==> config.mk <==
export PLATFORM = sky130hd
export DESIGN_NAME = rank_to_unblocked_value_search
export DESIGN_NICKNAME = d
export VERILOG_FILES = /design/src/rtuvs_pkg.sv /design/src/rtuvs_alu.sv /design/src/rtuvs_table.sv /design/src/rtuvs_seq.sv /design/src/rank_to_unblocked_value_search.sv
export SDC_FILE = /design/constraint.sdc
export NUM_CORES = 2
export LEC_CHECK = 0
export ABC_AREA = 0
export BUFFER_PORTS_ARGS = -buffer_cell sky130_fd_sc_hd__buf_2
export CORE_MARGIN = 2
export CORE_UTILIZATION = 65
export DETAILED_ROUTE_END_ITERATION = 16
export PLACE_DENSITY = 0.82
export REMOVE_ABC_BUFFERS = 1
export SETUP_SLACK_MARGIN = 0.1
export SKIP_LAST_GASP = 1
export SYNTH_ARGS = -nofsm -noshare
export SYNTH_HDL_FRONTEND = slang
export SYNTH_SLANG_ARGS = --single-unit
==> constraint.sdc <==
create_clock -name clk -period 17.7 [get_ports clk]
set_input_delay 2.655 -clock clk [delete_from_list [all_inputs] [get_ports clk]]
set_output_delay 2.655 -clock clk [all_outputs]
set_load 0.02 [all_outputs]
==> src/rtuvs_pkg.sv <==
`default_nettype none

package rtuvs_pkg;

	// excluded value table
	localparam int unsigned TABLE_DEPTH = 64;
	localparam int unsigned ADDR_W = (TABLE_DEPTH > 1) ? $clog2(TABLE_DEPTH) : 1;
	localparam int unsigned CNT_W = $clog2(TABLE_DEPTH + 1);
	localparam int unsigned DATA_W = 32;

	// config port
	localparam int unsigned PADDR_W = 3;
	localparam logic REG_RANGE_SIZE = 1'b0;

	// request kinds
	localparam logic [1:0] REQ_CLEAR = 2'd0;
	localparam logic [1:0] REQ_INSERT = 2'd1;
	localparam logic [1:0] REQ_QUERY = 2'd2;

	typedef enum logic [2:0] {
		STAT_OK = 3'd0,
		STAT_FULL = 3'd1,
		STAT_RANGE = 3'd2,
		STAT_DUP = 3'd3,
		STAT_RANK = 3'd4
	} status_t;

	// shared unit: sum = a + b, compared against c
	typedef struct packed {
		logic [DATA_W-1:0] a;
		logic [CNT_W-1:0] b;
		logic [DATA_W-1:0] c;
	} alu_req_t;

	typedef struct packed {
		logic [DATA_W-1:0] sum;
		logic lt;
		logic eq;
	} alu_rsp_t;

	typedef struct packed {
		logic we;
		logic [ADDR_W-1:0] addr;
		logic [DATA_W-1:0] data;
	} tbl_wr_t;

	typedef struct packed {
		logic [DATA_W-1:0] value;
		status_t status;
	} result_t;

endpackage

`default_nettype wire

==> src/rtuvs_alu.sv <==
`default_nettype none

module rtuvs_alu (
	input rtuvs_pkg::alu_req_t req,
	output rtuvs_pkg::alu_rsp_t rsp
);
	import rtuvs_pkg::*;

	logic [DATA_W:0] sum;

	// 33 bit sum so that rank plus offset never wraps
	always_comb begin
		sum = {1'b0, req.a} + {{(DATA_W + 1 - CNT_W){1'b0}}, req.b};
		rsp.sum = sum[DATA_W-1:0];
		rsp.lt = sum < {1'b0, req.c};
		rsp.eq = sum == {1'b0, req.c};
	end

endmodule

`default_nettype wire

==> src/rtuvs_table.sv <==
`default_nettype none

module rtuvs_table (
	input logic clk,
	input rtuvs_pkg::tbl_wr_t wr,
	input logic [rtuvs_pkg::ADDR_W-1:0] raddr,
	output logic [rtuvs_pkg::DATA_W-1:0] rdata
);
	import rtuvs_pkg::*;

	logic [DATA_W-1:0] mem [TABLE_DEPTH];
	logic [DATA_W-1:0] rdata_q;

	// one write and one registered read per cycle
	always_ff @(posedge clk) begin
		if (wr.we) begin
			mem[wr.addr] <= wr.data;
		end
		rdata_q <= mem[raddr];
	end

	assign rdata = rdata_q;

endmodule

`default_nettype wire

==> src/rtuvs_seq.sv <==
`default_nettype none

module rtuvs_seq (
	input logic clk,
	input logic arst_n,
	input logic in_valid,
	output logic in_ready,
	input logic [1:0] req_type,
	input logic [rtuvs_pkg::DATA_W-1:0] operand,
	input logic [rtuvs_pkg::DATA_W-1:0] range_size,
	input logic out_free,
	output logic done,
	output rtuvs_pkg::result_t result,
	output rtuvs_pkg::alu_req_t alu_req,
	input rtuvs_pkg::alu_rsp_t alu_rsp,
	output rtuvs_pkg::tbl_wr_t tbl_wr,
	output logic [rtuvs_pkg::ADDR_W-1:0] tbl_raddr,
	input logic [rtuvs_pkg::DATA_W-1:0] tbl_rdata
);
	import rtuvs_pkg::*;

	typedef enum logic [7:0] {
		S_IDLE = 8'b0000_0001,
		S_CHECK = 8'b0000_0010,
		S_SRCH = 8'b0000_0100,
		S_SCMP = 8'b0000_1000,
		S_DUPC = 8'b0001_0000,
		S_SHIFT = 8'b0010_0000,
		S_PLACE = 8'b0100_0000,
		S_DONE = 8'b1000_0000
	} state_t;

	state_t state_q, state_d;
	logic [CNT_W-1:0] count_q, count_d;
	logic pend_q, pend_d;
	logic is_query_q, is_query_d;
	logic [DATA_W-1:0] opnd_q, opnd_d;
	logic [CNT_W-1:0] lo_q, lo_d, hi_q, hi_d;
	logic [ADDR_W-1:0] mid_q, mid_d, idx_q, idx_d, wa_q, wa_d;
	result_t res_q, res_d;

	logic [CNT_W-1:0] mid_w;
	logic full_w;
	logic go_right;

	assign mid_w = lo_q + ((hi_q - lo_q) >> 1);
	assign full_w = count_q == CNT_W'(TABLE_DEPTH);
	assign in_ready = state_q == S_IDLE;
	assign result = res_q;

	always_comb begin
		state_d = state_q;
		count_d = count_q;
		pend_d = pend_q;
		is_query_d = is_query_q;
		opnd_d = opnd_q;
		lo_d = lo_q;
		hi_d = hi_q;
		mid_d = mid_q;
		idx_d = idx_q;
		wa_d = wa_q;
		res_d = res_q;
		go_right = 1'b0;
		done = 1'b0;
		alu_req = '{a: opnd_q, b: CNT_W'(0), c: range_size};
		tbl_wr = '{we: 1'b0, addr: wa_q, data: tbl_rdata};
		tbl_raddr = mid_w[ADDR_W-1:0];

		unique case (state_q)
			S_IDLE: begin
				if (in_valid) begin
					opnd_d = operand;
					res_d = '{value: '0, status: STAT_OK};
					unique case (req_type)
						REQ_CLEAR: begin
							count_d = '0;
							state_d = S_DONE;
						end
						REQ_INSERT: begin
							is_query_d = 1'b0;
							state_d = S_CHECK;
						end
						REQ_QUERY: begin
							is_query_d = 1'b1;
							state_d = S_CHECK;
						end
						default: state_d = S_DONE;
					endcase
				end
			end
			// insert: value < range; query: rank + count < range
			S_CHECK: begin
				alu_req = '{a: opnd_q, b: is_query_q ? count_q : CNT_W'(0), c: range_size};
				lo_d = '0;
				hi_d = count_q;
				if (!alu_rsp.lt) begin
					res_d.status = is_query_q ? STAT_RANK : STAT_RANGE;
					state_d = S_DONE;
				end else begin
					state_d = S_SRCH;
				end
			end
			S_SRCH: begin
				if (lo_q < hi_q) begin
					tbl_raddr = mid_w[ADDR_W-1:0];
					mid_d = mid_w[ADDR_W-1:0];
					state_d = S_SCMP;
				end else if (is_query_q) begin
					alu_req = '{a: opnd_q, b: lo_q, c: range_size};
					res_d.value = alu_rsp.sum;
					state_d = S_DONE;
				end else if (lo_q < count_q) begin
					tbl_raddr = lo_q[ADDR_W-1:0];
					state_d = S_DUPC;
				end else if (full_w) begin
					res_d.status = STAT_FULL;
					state_d = S_DONE;
				end else begin
					idx_d = count_q[ADDR_W-1:0];
					pend_d = 1'b0;
					state_d = S_SHIFT;
				end
			end
			S_SCMP: begin
				if (is_query_q) begin
					// entry - mid <= rank  <=>  !(rank + mid < entry)
					alu_req = '{a: opnd_q, b: CNT_W'(mid_q), c: tbl_rdata};
					go_right = !alu_rsp.lt;
				end else begin
					alu_req = '{a: tbl_rdata, b: CNT_W'(0), c: opnd_q};
					go_right = alu_rsp.lt;
				end
				if (go_right) begin
					lo_d = CNT_W'(mid_q) + CNT_W'(1);
				end else begin
					hi_d = CNT_W'(mid_q);
				end
				state_d = S_SRCH;
			end
			S_DUPC: begin
				alu_req = '{a: opnd_q, b: CNT_W'(0), c: tbl_rdata};
				if (alu_rsp.eq) begin
					res_d.status = STAT_DUP;
					state_d = S_DONE;
				end else if (full_w) begin
					res_d.status = STAT_FULL;
					state_d = S_DONE;
				end else begin
					idx_d = count_q[ADDR_W-1:0];
					pend_d = 1'b0;
					state_d = S_SHIFT;
				end
			end
			// read idx-1 while writing the entry read the cycle before
			S_SHIFT: begin
				tbl_wr = '{we: pend_q, addr: wa_q, data: tbl_rdata};
				if (idx_q != lo_q[ADDR_W-1:0]) begin
					tbl_raddr = idx_q - ADDR_W'(1);
					wa_d = idx_q;
					pend_d = 1'b1;
					idx_d = idx_q - ADDR_W'(1);
				end else begin
					pend_d = 1'b0;
					state_d = S_PLACE;
				end
			end
			S_PLACE: begin
				tbl_wr = '{we: 1'b1, addr: lo_q[ADDR_W-1:0], data: opnd_q};
				count_d = count_q + CNT_W'(1);
				state_d = S_DONE;
			end
			S_DONE: begin
				done = out_free;
				if (out_free) begin
					state_d = S_IDLE;
				end
			end
			default: state_d = S_IDLE;
		endcase
	end

	always_ff @(posedge clk or negedge arst_n) begin
		if (!arst_n) begin
			state_q <= S_IDLE;
			count_q <= '0;
			pend_q <= 1'b0;
		end else begin
			state_q <= state_d;
			count_q <= count_d;
			pend_q <= pend_d;
		end
	end

	always_ff @(posedge clk) begin
		is_query_q <= is_query_d;
		opnd_q <= opnd_d;
		lo_q <= lo_d;
		hi_q <= hi_d;
		mid_q <= mid_d;
		idx_q <= idx_d;
		wa_q <= wa_d;
		res_q <= res_d;
	end

endmodule

`default_nettype wire

==> src/rank_to_unblocked_value_search.sv <==
// Maps a rank to the rank-th value of 0 .. range_size-1 that is not in a sorted table of up to
// 64 excluded values (bad-block style skipping). Each input beat carries a request kind in
// s_axis_tuser (0 clear, 1 insert, 2 query, 3 no-op) and an operand in s_axis_tdata; every beat
// gives exactly one output beat with the value in m_axis_tdata and a status in m_axis_tuser
// (0 ok, 1 table full, 2 value out of range, 3 duplicate, 4 rank out of range). range_size is
// written over the APB port at address 0 and must only change while the block is idle. The
// block handles one beat at a time: s_axis_tready is low from acceptance until the result has
// been moved into the output register, which holds it while the next beat is taken. A clear or
// no-op goes straight to the result and an out-of-range request is rejected before the search.
// A query or insert runs up to s = ceil(log2(n + 1)) binary search steps, where n is the table
// fill; an insert that goes in at position p then shifts n - p entries up and writes the value.
// Each search step reads the table and then compares the entry, since the table has a
// registered read feeding one shared add/compare unit; the insert shift moves one entry per
// cycle, reading and writing the table through its separate read and write ports.
`default_nettype none

module rank_to_unblocked_value_search (
	input logic clk,
	input logic arst_n,
	// stream in
	input logic s_axis_tvalid,
	output logic s_axis_tready,
	input logic [rtuvs_pkg::DATA_W-1:0] s_axis_tdata, // [31:0] operand
	input logic [1:0] s_axis_tuser, // [1:0] req_type
	// stream out
	output logic m_axis_tvalid,
	input logic m_axis_tready,
	output logic [rtuvs_pkg::DATA_W-1:0] m_axis_tdata, // [31:0] result_value
	output logic [2:0] m_axis_tuser, // [2:0] status
	// config
	input logic psel,
	input logic penable,
	input logic pwrite,
	input logic [rtuvs_pkg::PADDR_W-1:0] paddr,
	input logic [rtuvs_pkg::DATA_W-1:0] pwdata,
	output logic [rtuvs_pkg::DATA_W-1:0] prdata,
	output logic pready
);
	import rtuvs_pkg::*;

	logic [DATA_W-1:0] range_size_q;
	logic m_valid_q;
	result_t m_res_q;

	logic out_free;
	logic done;
	result_t result;
	alu_req_t alu_req;
	alu_rsp_t alu_rsp;
	tbl_wr_t tbl_wr;
	logic [ADDR_W-1:0] tbl_raddr;
	logic [DATA_W-1:0] tbl_rdata;

	// register select is the word index; bits below it are byte offset
	assign pready = 1'b1;
	assign prdata = (paddr[PADDR_W-1] == REG_RANGE_SIZE) ? range_size_q : '0;

	always_ff @(posedge clk or negedge arst_n) begin
		if (!arst_n) begin
			range_size_q <= DATA_W'(1);
		end else if (psel && penable && pwrite && pready
				&& paddr[PADDR_W-1] == REG_RANGE_SIZE) begin
			range_size_q <= pwdata;
		end
	end

	// sequencer: search, duplicate check, shift and result hand-off
	rtuvs_seq u_seq (
		.clk (clk),
		.arst_n (arst_n),
		.in_valid (s_axis_tvalid),
		.in_ready (s_axis_tready),
		.req_type (s_axis_tuser),
		.operand (s_axis_tdata),
		.range_size (range_size_q),
		.out_free (out_free),
		.done (done),
		.result (result),
		.alu_req (alu_req),
		.alu_rsp (alu_rsp),
		.tbl_wr (tbl_wr),
		.tbl_raddr (tbl_raddr),
		.tbl_rdata (tbl_rdata)
	);

	// the one add/compare unit, shared by range checks, both searches and the answer
	rtuvs_alu u_alu (
		.req (alu_req),
		.rsp (alu_rsp)
	);

	// sorted excluded values, only entries below the fill count are ever used
	rtuvs_table u_table (
		.clk (clk),
		.wr (tbl_wr),
		.raddr (tbl_raddr),
		.rdata (tbl_rdata)
	);

	// output register: takes a new result whenever it is empty or being drained
	assign out_free = !m_valid_q || m_axis_tready;

	always_ff @(posedge clk or negedge arst_n) begin
		if (!arst_n) begin
			m_valid_q <= 1'b0;
		end else if (done) begin
			m_valid_q <= 1'b1;
		end else if (m_axis_tready) begin
			m_valid_q <= 1'b0;
		end
	end

	always_ff @(posedge clk) begin
		if (done) begin
			m_res_q <= result;
		end
	end

	assign m_axis_tvalid = m_valid_q;
	assign m_axis_tdata = m_res_q.value;
	assign m_axis_tuser = m_res_q.status;

endmodule

`default_nettype wire

Word-level counts from Yosys, hierarchy flattened
Memories as Yosys holds them, arrays and structs flattened. A register that Yosys moved wholly into a read port is not among the register bits.
Cells that the tools add are included.
{"block": "classes", "n_addsub": 6, "magnitude_cmp": 3, "n_eq_ne": 26, "n_mux": 63, "bitwise_logic": 1, "reduce_logical": 27}
{"cell": "71-bit one-hot mux with 4 select lines", "n": 1}
{"cell": "8-bit two-way mux", "n": 10}
{"cell": "39-bit two-way mux", "n": 2}
{"cell": "39-bit one-hot mux with 2 select lines", "n": 1}
{"cell": "71-bit two-way mux", "n": 1}
{"cell": "35-bit two-way mux", "n": 2}
{"cell": "32-bit two-way mux", "n": 2}
{"cell": "32-bit one-hot mux with 2 select lines", "n": 1}
{"cell": "8-bit one-hot mux with 8 select lines", "n": 1}
{"cell": "6-bit two-way mux", "n": 10}
{"cell": "7-bit one-hot mux with 2 select lines", "n": 3}
{"cell": "7-bit two-way mux", "n": 5}
{"cell": "32-bit by 7-bit adder with 33-bit output", "n": 1}
{"cell": "33-bit by 32-bit equality test with 1-bit output", "n": 1}
{"cell": "33-bit by 32-bit < comparator with 1-bit output", "n": 1}
{"cell": "3-bit two-way mux", "n": 6}
{"cell": "6-bit one-hot mux with 3 select lines", "n": 1}
{"cell": "2-bit inequality test (second input constant)", "n": 8}
{"cell": "7-bit < comparator", "n": 2}
{"cell": "1-bit two-way mux", "n": 13}
{"cell": "3-bit one-hot mux with 4 select lines", "n": 1}
{"cell": "6-bit one-hot mux with 2 select lines", "n": 1}
{"cell": "6-bit AND reduction", "n": 2}
{"cell": "2-bit by 1-bit inequality test with 1-bit output (second input constant)", "n": 5}
{"cell": "32 further kinds", "n": 45}
{"block": "word_totals", "regBits": 184, "ramBits": 2048, "in_bits": 76, "out_inout_bits": 70, "word_cells": 143, "memories": 1}
{"memory": "u_table.mem", "depth": 64, "width": 32, "read_ports": 1, "rd_ports_with_merged_regs": 1, "write_ports": 1, "line_no": "rtuvs_table.sv:11", "source": "logic [DATA_W-1:0] mem [TABLE_DEPTH];"}

Depth between registers and ports, before layout
{"block": "depth", "word_depth": 10, "depth_mapped": 31, "ltp_nobuf": 30}

Hierarchy
From an unflattened synthesis, not the netlist that was laid out.
{"block": "unflattened", "hier_cells": 4384, "area_unflattened_um2": 89769.8}
{"mod": "rtuvs_table", "n_inst": 1, "cells_per_inst": 3324, "area_each_um2": 78512.8, "seq_area_each_um2": 62139.6}
{"mod": "rtuvs_seq", "n_inst": 1, "cells_per_inst": 685, "area_each_um2": 7018.0, "seq_area_each_um2": 3404.5}
{"mod": "rank_to_unblocked_value_search", "n_inst": 1, "cells_per_inst": 143, "area_each_um2": 2643.8, "seq_area_each_um2": 1878.1}
{"mod": "rtuvs_alu", "n_inst": 1, "cells_per_inst": 232, "area_each_um2": 1595.3, "seq_area_each_um2": 0.0}

Least setup slack after synthesis
OpenSTA, ideal clock, no wires.
{"block": "synth_path", "kind": "flip-flop to flip-flop", "start": "register u_seq.state_q[4]", "end": "register u_seq.hi_q[0] (enable)", "setup_time_ps": 381, "arrival_ps": 7189, "t_required_ps": 17319, "path_slack_ps": 10130, "stages_incl_launch_ff": 31, "n_path_buf": 4, "period_less_slack_ps": 7570, "path_cell_list": "dfrtp_1 > nor4_4 > nand4b_4 > nor2_8 > buf_1 > clkbuf_1 > buf_1 > clkbuf_1 > nand2_1 > nand2_1 > ha_1 > a21o_1 > a21oi_1 > o21bai_1 > a21o_1 > a21oi_1 > nor3_1 > nand2_1 > xor2_1 > mux2i_1 > ha_1 > a21o_1 > a21o_1 > a21o_1 > a211o_1 > o2111ai_1 > a21oi_1 > a311o_1 > a311oi_1 > xnor2_1 > o21ai_0"}
{"item": "from (decl)", "line_no": "rtuvs_seq.sv:33", "source": "state_t state_q, state_d;"}
{"item": "from (signal assigned)", "line_no": "rtuvs_seq.sv:188", "source": "state_q <= state_d;"}
{"item": "to (signal assigned)", "line_no": "rtuvs_seq.sv:198", "source": "hi_q <= hi_d;"}
{"item": "to (decl)", "line_no": "rtuvs_seq.sv:38", "source": "logic [CNT_W-1:0] lo_q, lo_d, hi_q, hi_d;"}

==> results_dict.tcl <==
set metrics [dict create \
    outcome "complete, no violations" \
    ff2ff_path_depth 31 \
    post_cts.resized_instances 0 \
    postSynthRegisterBits 2264 \
    max_slew.worst_pin.slew_ns 1.34 \
    grt_overflow 0 \
    rsz_0062_raised_after_global_routing "false" \
    comb_power_share_pct 32.2 \
    seqPwrFrac_pct 41.6 \
    power_report.internal_total_mw 10.7 \
    ys_async_sr_fraction_pct 2.16 \
    hold-path-endpoint "m_axis_tdata[25]" \
    p_clk_share_pct 26.2 \
    hold_depth 0 \
    clock_tree_buffer_depth 3 \
    synth_enable_flop_cells 2183 \
    criticalPathCategory "flip-flop to flip-flop" \
    die-height_um 377 \
    synth.yosys.seq_area_share_pct 74.6 \
    timing.final.max_slew_violations 0 \
    setup_fix_buffers_added_after_clock_tree_synthesis 0 \
    drc 0 \
    worst_hold_startpoint "u_seq.result[28]" \
    grt_antenna_before_repair 2 \
    yosys.area.top_type_share_pct 72.5 \
    critPathMaxStageDelay_ns 0.79 \
    rows 136 \
    p_sw_mw 6.04 \
    route.detailed.vias_per_inst 6.94 \
    slew_headroom_pct 10.4 \
    setup.worst_path.start_class "flip-flop" \
    netlist_top_cells_count "sky130_fd_sc_hd__edfxtp_1, sky130_fd_sc_hd__nand2_1, sky130_fd_sc_hd__nand3_1, sky130_fd_sc_hd__clkbuf_1, sky130_fd_sc_hd__a31oi_1" \
    num-nets-final 6431 \
    crit_path_max_fanout 8 \
    design.core.area_mm2 0.138 \
    synth_cell_types 74 \
    regToRegStartpoint "u_seq.lo_q[4]" \
    h-tree-depth 4 \
    yosysWarnings 0 \
    totalNegativeSetupSlack_ns 0 \
    fin_hold_ws_ns 0.419 \
    initial_core_util_pct 65.6 \
    gp_congestion 0.911 \
    grt_pass1_wl_um 356000 \
    power_density_mw_per_mm2 167 \
    worstSkewPairLatency_ns 0.87 \
    finClkSkew_ns 0.0609 \
    worst_setup_hold_path_clk_slew_ns 0.06 \
    synth_top_cells_by_area "sky130_fd_sc_hd__edfxtp_1, sky130_fd_sc_hd__nand2_1, sky130_fd_sc_hd__mux4_2" \
    synth.most_common_cell "sky130_fd_sc_hd__edfxtp_1" \
    worst_ep_required_time_ns 18.14 \
    place.port_buffers 142 \
    setup_viol_count_final 0 \
    synth.cell_area_mm2 0.0904 \
    postRouteAntennaNets 0 \
    fmax_mhz 108 \
    postSynth.topFlopCell "sky130_fd_sc_hd__edfxtp_1" \
    total_power_mw 16.7 \
    total_vias_in_the_final_route 57323 \
    maximum_number_of_pins_on_one_net_before_global_route_repair 197 \
    io_pins 146 \
    syn_inst 6190 \
    post-synth-top-area-cell "sky130_fd_sc_hd__edfxtp_1" \
    tritoncts "done" \
    dp_slack_ns 8.70 \
    type_of_the_tightest_min_delay_check "flip-flop to flip-flop" \
    drt_first_pass_iters 9 \
    ir_worst_vdd_mv 0.209 \
    cp.arrival_ns 9.73 \
    avgSynthCellArea_um2 14.6 \
    post-dp-hpwl_um 127000 \
    die_w_um 377 \
    cts_hold_buf 0 \
    proportion_of_total_power_due_to_net_switching_pct 36.2 \
    fin_crit_sh_pct 52.5 \
    setup_slack_ns 8.40 \
    regToRegSetupSlack_ns 8.40 \
    critical_path.endpoint_type "flip-flop" \
    cell_family_with_most_cp_delay "compound AO/OA/AOI/OAI gates" \
    fraction_of_layout_cells_with_a_size_suffix_above_1_pct 13.2 \
    final_design_area_no_fill_mm2 0.100 \
    clkSinkCount 2264 \
    die-area_mm2 0.142 \
    number_of_global_route_vias_before_repair 56323 \
    areaGrowthSynthToFinish_pct 10.8 \
    nFillCells 7779 \
    avgRoutedWirePerCell_um 29.4 \
    place_area_mm2 0.0935 \
    totalWireLength_um 243000 \
    drv.max_cap_violation_count 0 \
    timing.critical_path.buf_inv 3 \
    r2r-end "u_seq.lo_q[1]" \
    final-hold-violation-count 0 \
    placed_cells 7873 \
    timing.critical_path.slowest_stage_cell "sky130_fd_sc_hd__a21oi_1" \
    first_iter_violations 10108 \
    finalCriticalPeriod_ns 9.30 \
    groute.usage.overall_pct 34.2 \
    clock_tree.root_cell "sky130_fd_sc_hd__clkbuf_16" \
    crit_top_cell "sky130_fd_sc_hd__a21o_1" \
    layoutNonFillerInstCount 8261 \
    p_leak_nw 33.5 \
    cts_buffers 208 \
    finalCoreUtilization_pct 72.8 \
    insertedDiodeCount 0 \
]
## worst max path at each step
stage,slack [ns],startpoint,depth (start not counted),end
floorplan,-9.19,u_seq.lo_q[5],12,u_table.rdata[0]
global placement,8.87,u_seq.lo_q[4],31,u_seq.hi_q[3]
detailed placement,8.70,u_seq.lo_q[5],31,u_seq.hi_q[4]
CTS,8.66,u_seq.lo_q[4],31,u_seq.hi_q[3]
global route,7.78,u_seq.lo_q[4],31,u_seq.lo_q[2]
finish,8.40,u_seq.lo_q[4],31,u_seq.lo_q[1]
## cell type report
cell class | instances | area, um2 | share of cell area [%]
Multi-Input combinational cell | 3512 | 22000 | 21.9
Inverter | 42 | 158 | 0.157
Tap cell | 1794 | 2240 | 2.24
Clock buffer | 284 | 5690 | 5.68
Timing Repair Buffer | 261 | 1700 | 1.70
Clock inverter | 104 | 987 | 0.986
Sequential cell | 2264 | 67400 | 67.3
## sequential cells by signal, indices dropped and copies added, names as in the netlist, 8 cells and up
name,cells
u_seq.state_q,8
m_axis_tdata,32
range_size_q,32
u_seq.result,35
u_seq.opnd_q,32
u_table.mem,2048
u_table.rdata,32
## worst register-to-register path, delay by kind of cell, from the launching register on
kind	cells	cell delay (ns)
adder cells (fa/ha/maj)	4	1.48
AO/OA/AOI/OAI	15	4.80
XOR/XNOR	2	0.22
buffers and inverters	3	0.56
flip-flops	1	0.68
multiplexers	1	0.12
AND/OR/NAND/NOR	6	1.06
## layer usage
| metal | track usage [%] | share of wire [%] | vias up |
|---|---|---|---|
| met5 | 0 | 0 | - |
| met3 | 8.13 | 13 | 833 |
| li1 | - | - | 23670 |
| met1 | 45.7 | 34 | 27966 |
| met4 | 17.5 | 5.4 | 0 |
| met2 | 53.3 | 47 | 4854 |
## power groups by stage
stage | registers, mW | clock network (mW) | logic, mW
3_5_place_dp | 7.04 | 0 | 5.14
4_1_cts | 6.93 | 4.39 | 5.22
2_1_floorplan | 6.97 | 0 | 4.66
3_3_place_gp | 7.04 | 0 | 4.98
6_report | 6.94 | 4.38 | 5.37
5_1_grt | 6.95 | 4.59 | 5.59
## logic make-up after synthesis
family | after synthesis | share of synthesized area (%)
fa+ha+maj | 66 | 0.939
mux | 259 | 4.70
compound gates | 619 | 5.30
xor+xnor | 68 | 0.674
simple gates | 2499 | 11.9
flops | 2264 | 74.6
buf+inv | 414 | 1.88
other cells | 1 | 0.00415
## cells in the final DEF (no fill, tap or decap), types with 9 or more instances in the layout
cell	Yosys	final
sky130_fd_sc_hd__a21o_1	22	22
sky130_fd_sc_hd__a21oi_1	29	26
sky130_fd_sc_hd__a221o_1	35	34
sky130_fd_sc_hd__a222oi_1	34	34
sky130_fd_sc_hd__a31oi_1	198	198
sky130_fd_sc_hd__a32o_1	64	64
sky130_fd_sc_hd__a32oi_1	128	128
sky130_fd_sc_hd__and3_1	14	14
sky130_fd_sc_hd__buf_2	86	142
sky130_fd_sc_hd__buf_4	9	111
sky130_fd_sc_hd__bufinv_16	0	11
sky130_fd_sc_hd__clkbuf_1	252	62
sky130_fd_sc_hd__clkbuf_16	0	213
sky130_fd_sc_hd__clkbuf_8	0	9
sky130_fd_sc_hd__clkinv_1	0	34
sky130_fd_sc_hd__clkinv_2	0	31
sky130_fd_sc_hd__clkinvlp_4	0	11
sky130_fd_sc_hd__dfrtp_1	47	47
sky130_fd_sc_hd__dfxtp_1	32	32
sky130_fd_sc_hd__edfxtp_1	2183	2183
sky130_fd_sc_hd__ha_1	63	63
sky130_fd_sc_hd__inv_1	41	41
sky130_fd_sc_hd__mux2_2	39	39
sky130_fd_sc_hd__mux2i_1	92	92
sky130_fd_sc_hd__mux4_2	128	128
sky130_fd_sc_hd__nand2_1	1589	1556
sky130_fd_sc_hd__nand2_2	0	32
sky130_fd_sc_hd__nand2b_1	20	20
sky130_fd_sc_hd__nand3_1	547	546
sky130_fd_sc_hd__nand4_1	82	82
sky130_fd_sc_hd__nor2_1	116	51
sky130_fd_sc_hd__nor2_4	0	66
sky130_fd_sc_hd__nor2b_1	62	62
sky130_fd_sc_hd__nor3_1	19	18
sky130_fd_sc_hd__o21ai_0	24	24
sky130_fd_sc_hd__o31ai_1	36	36
sky130_fd_sc_hd__xnor2_1	39	39
sky130_fd_sc_hd__xor2_1	28	28
No activity file was read; power rests on OpenSTA's default activity.
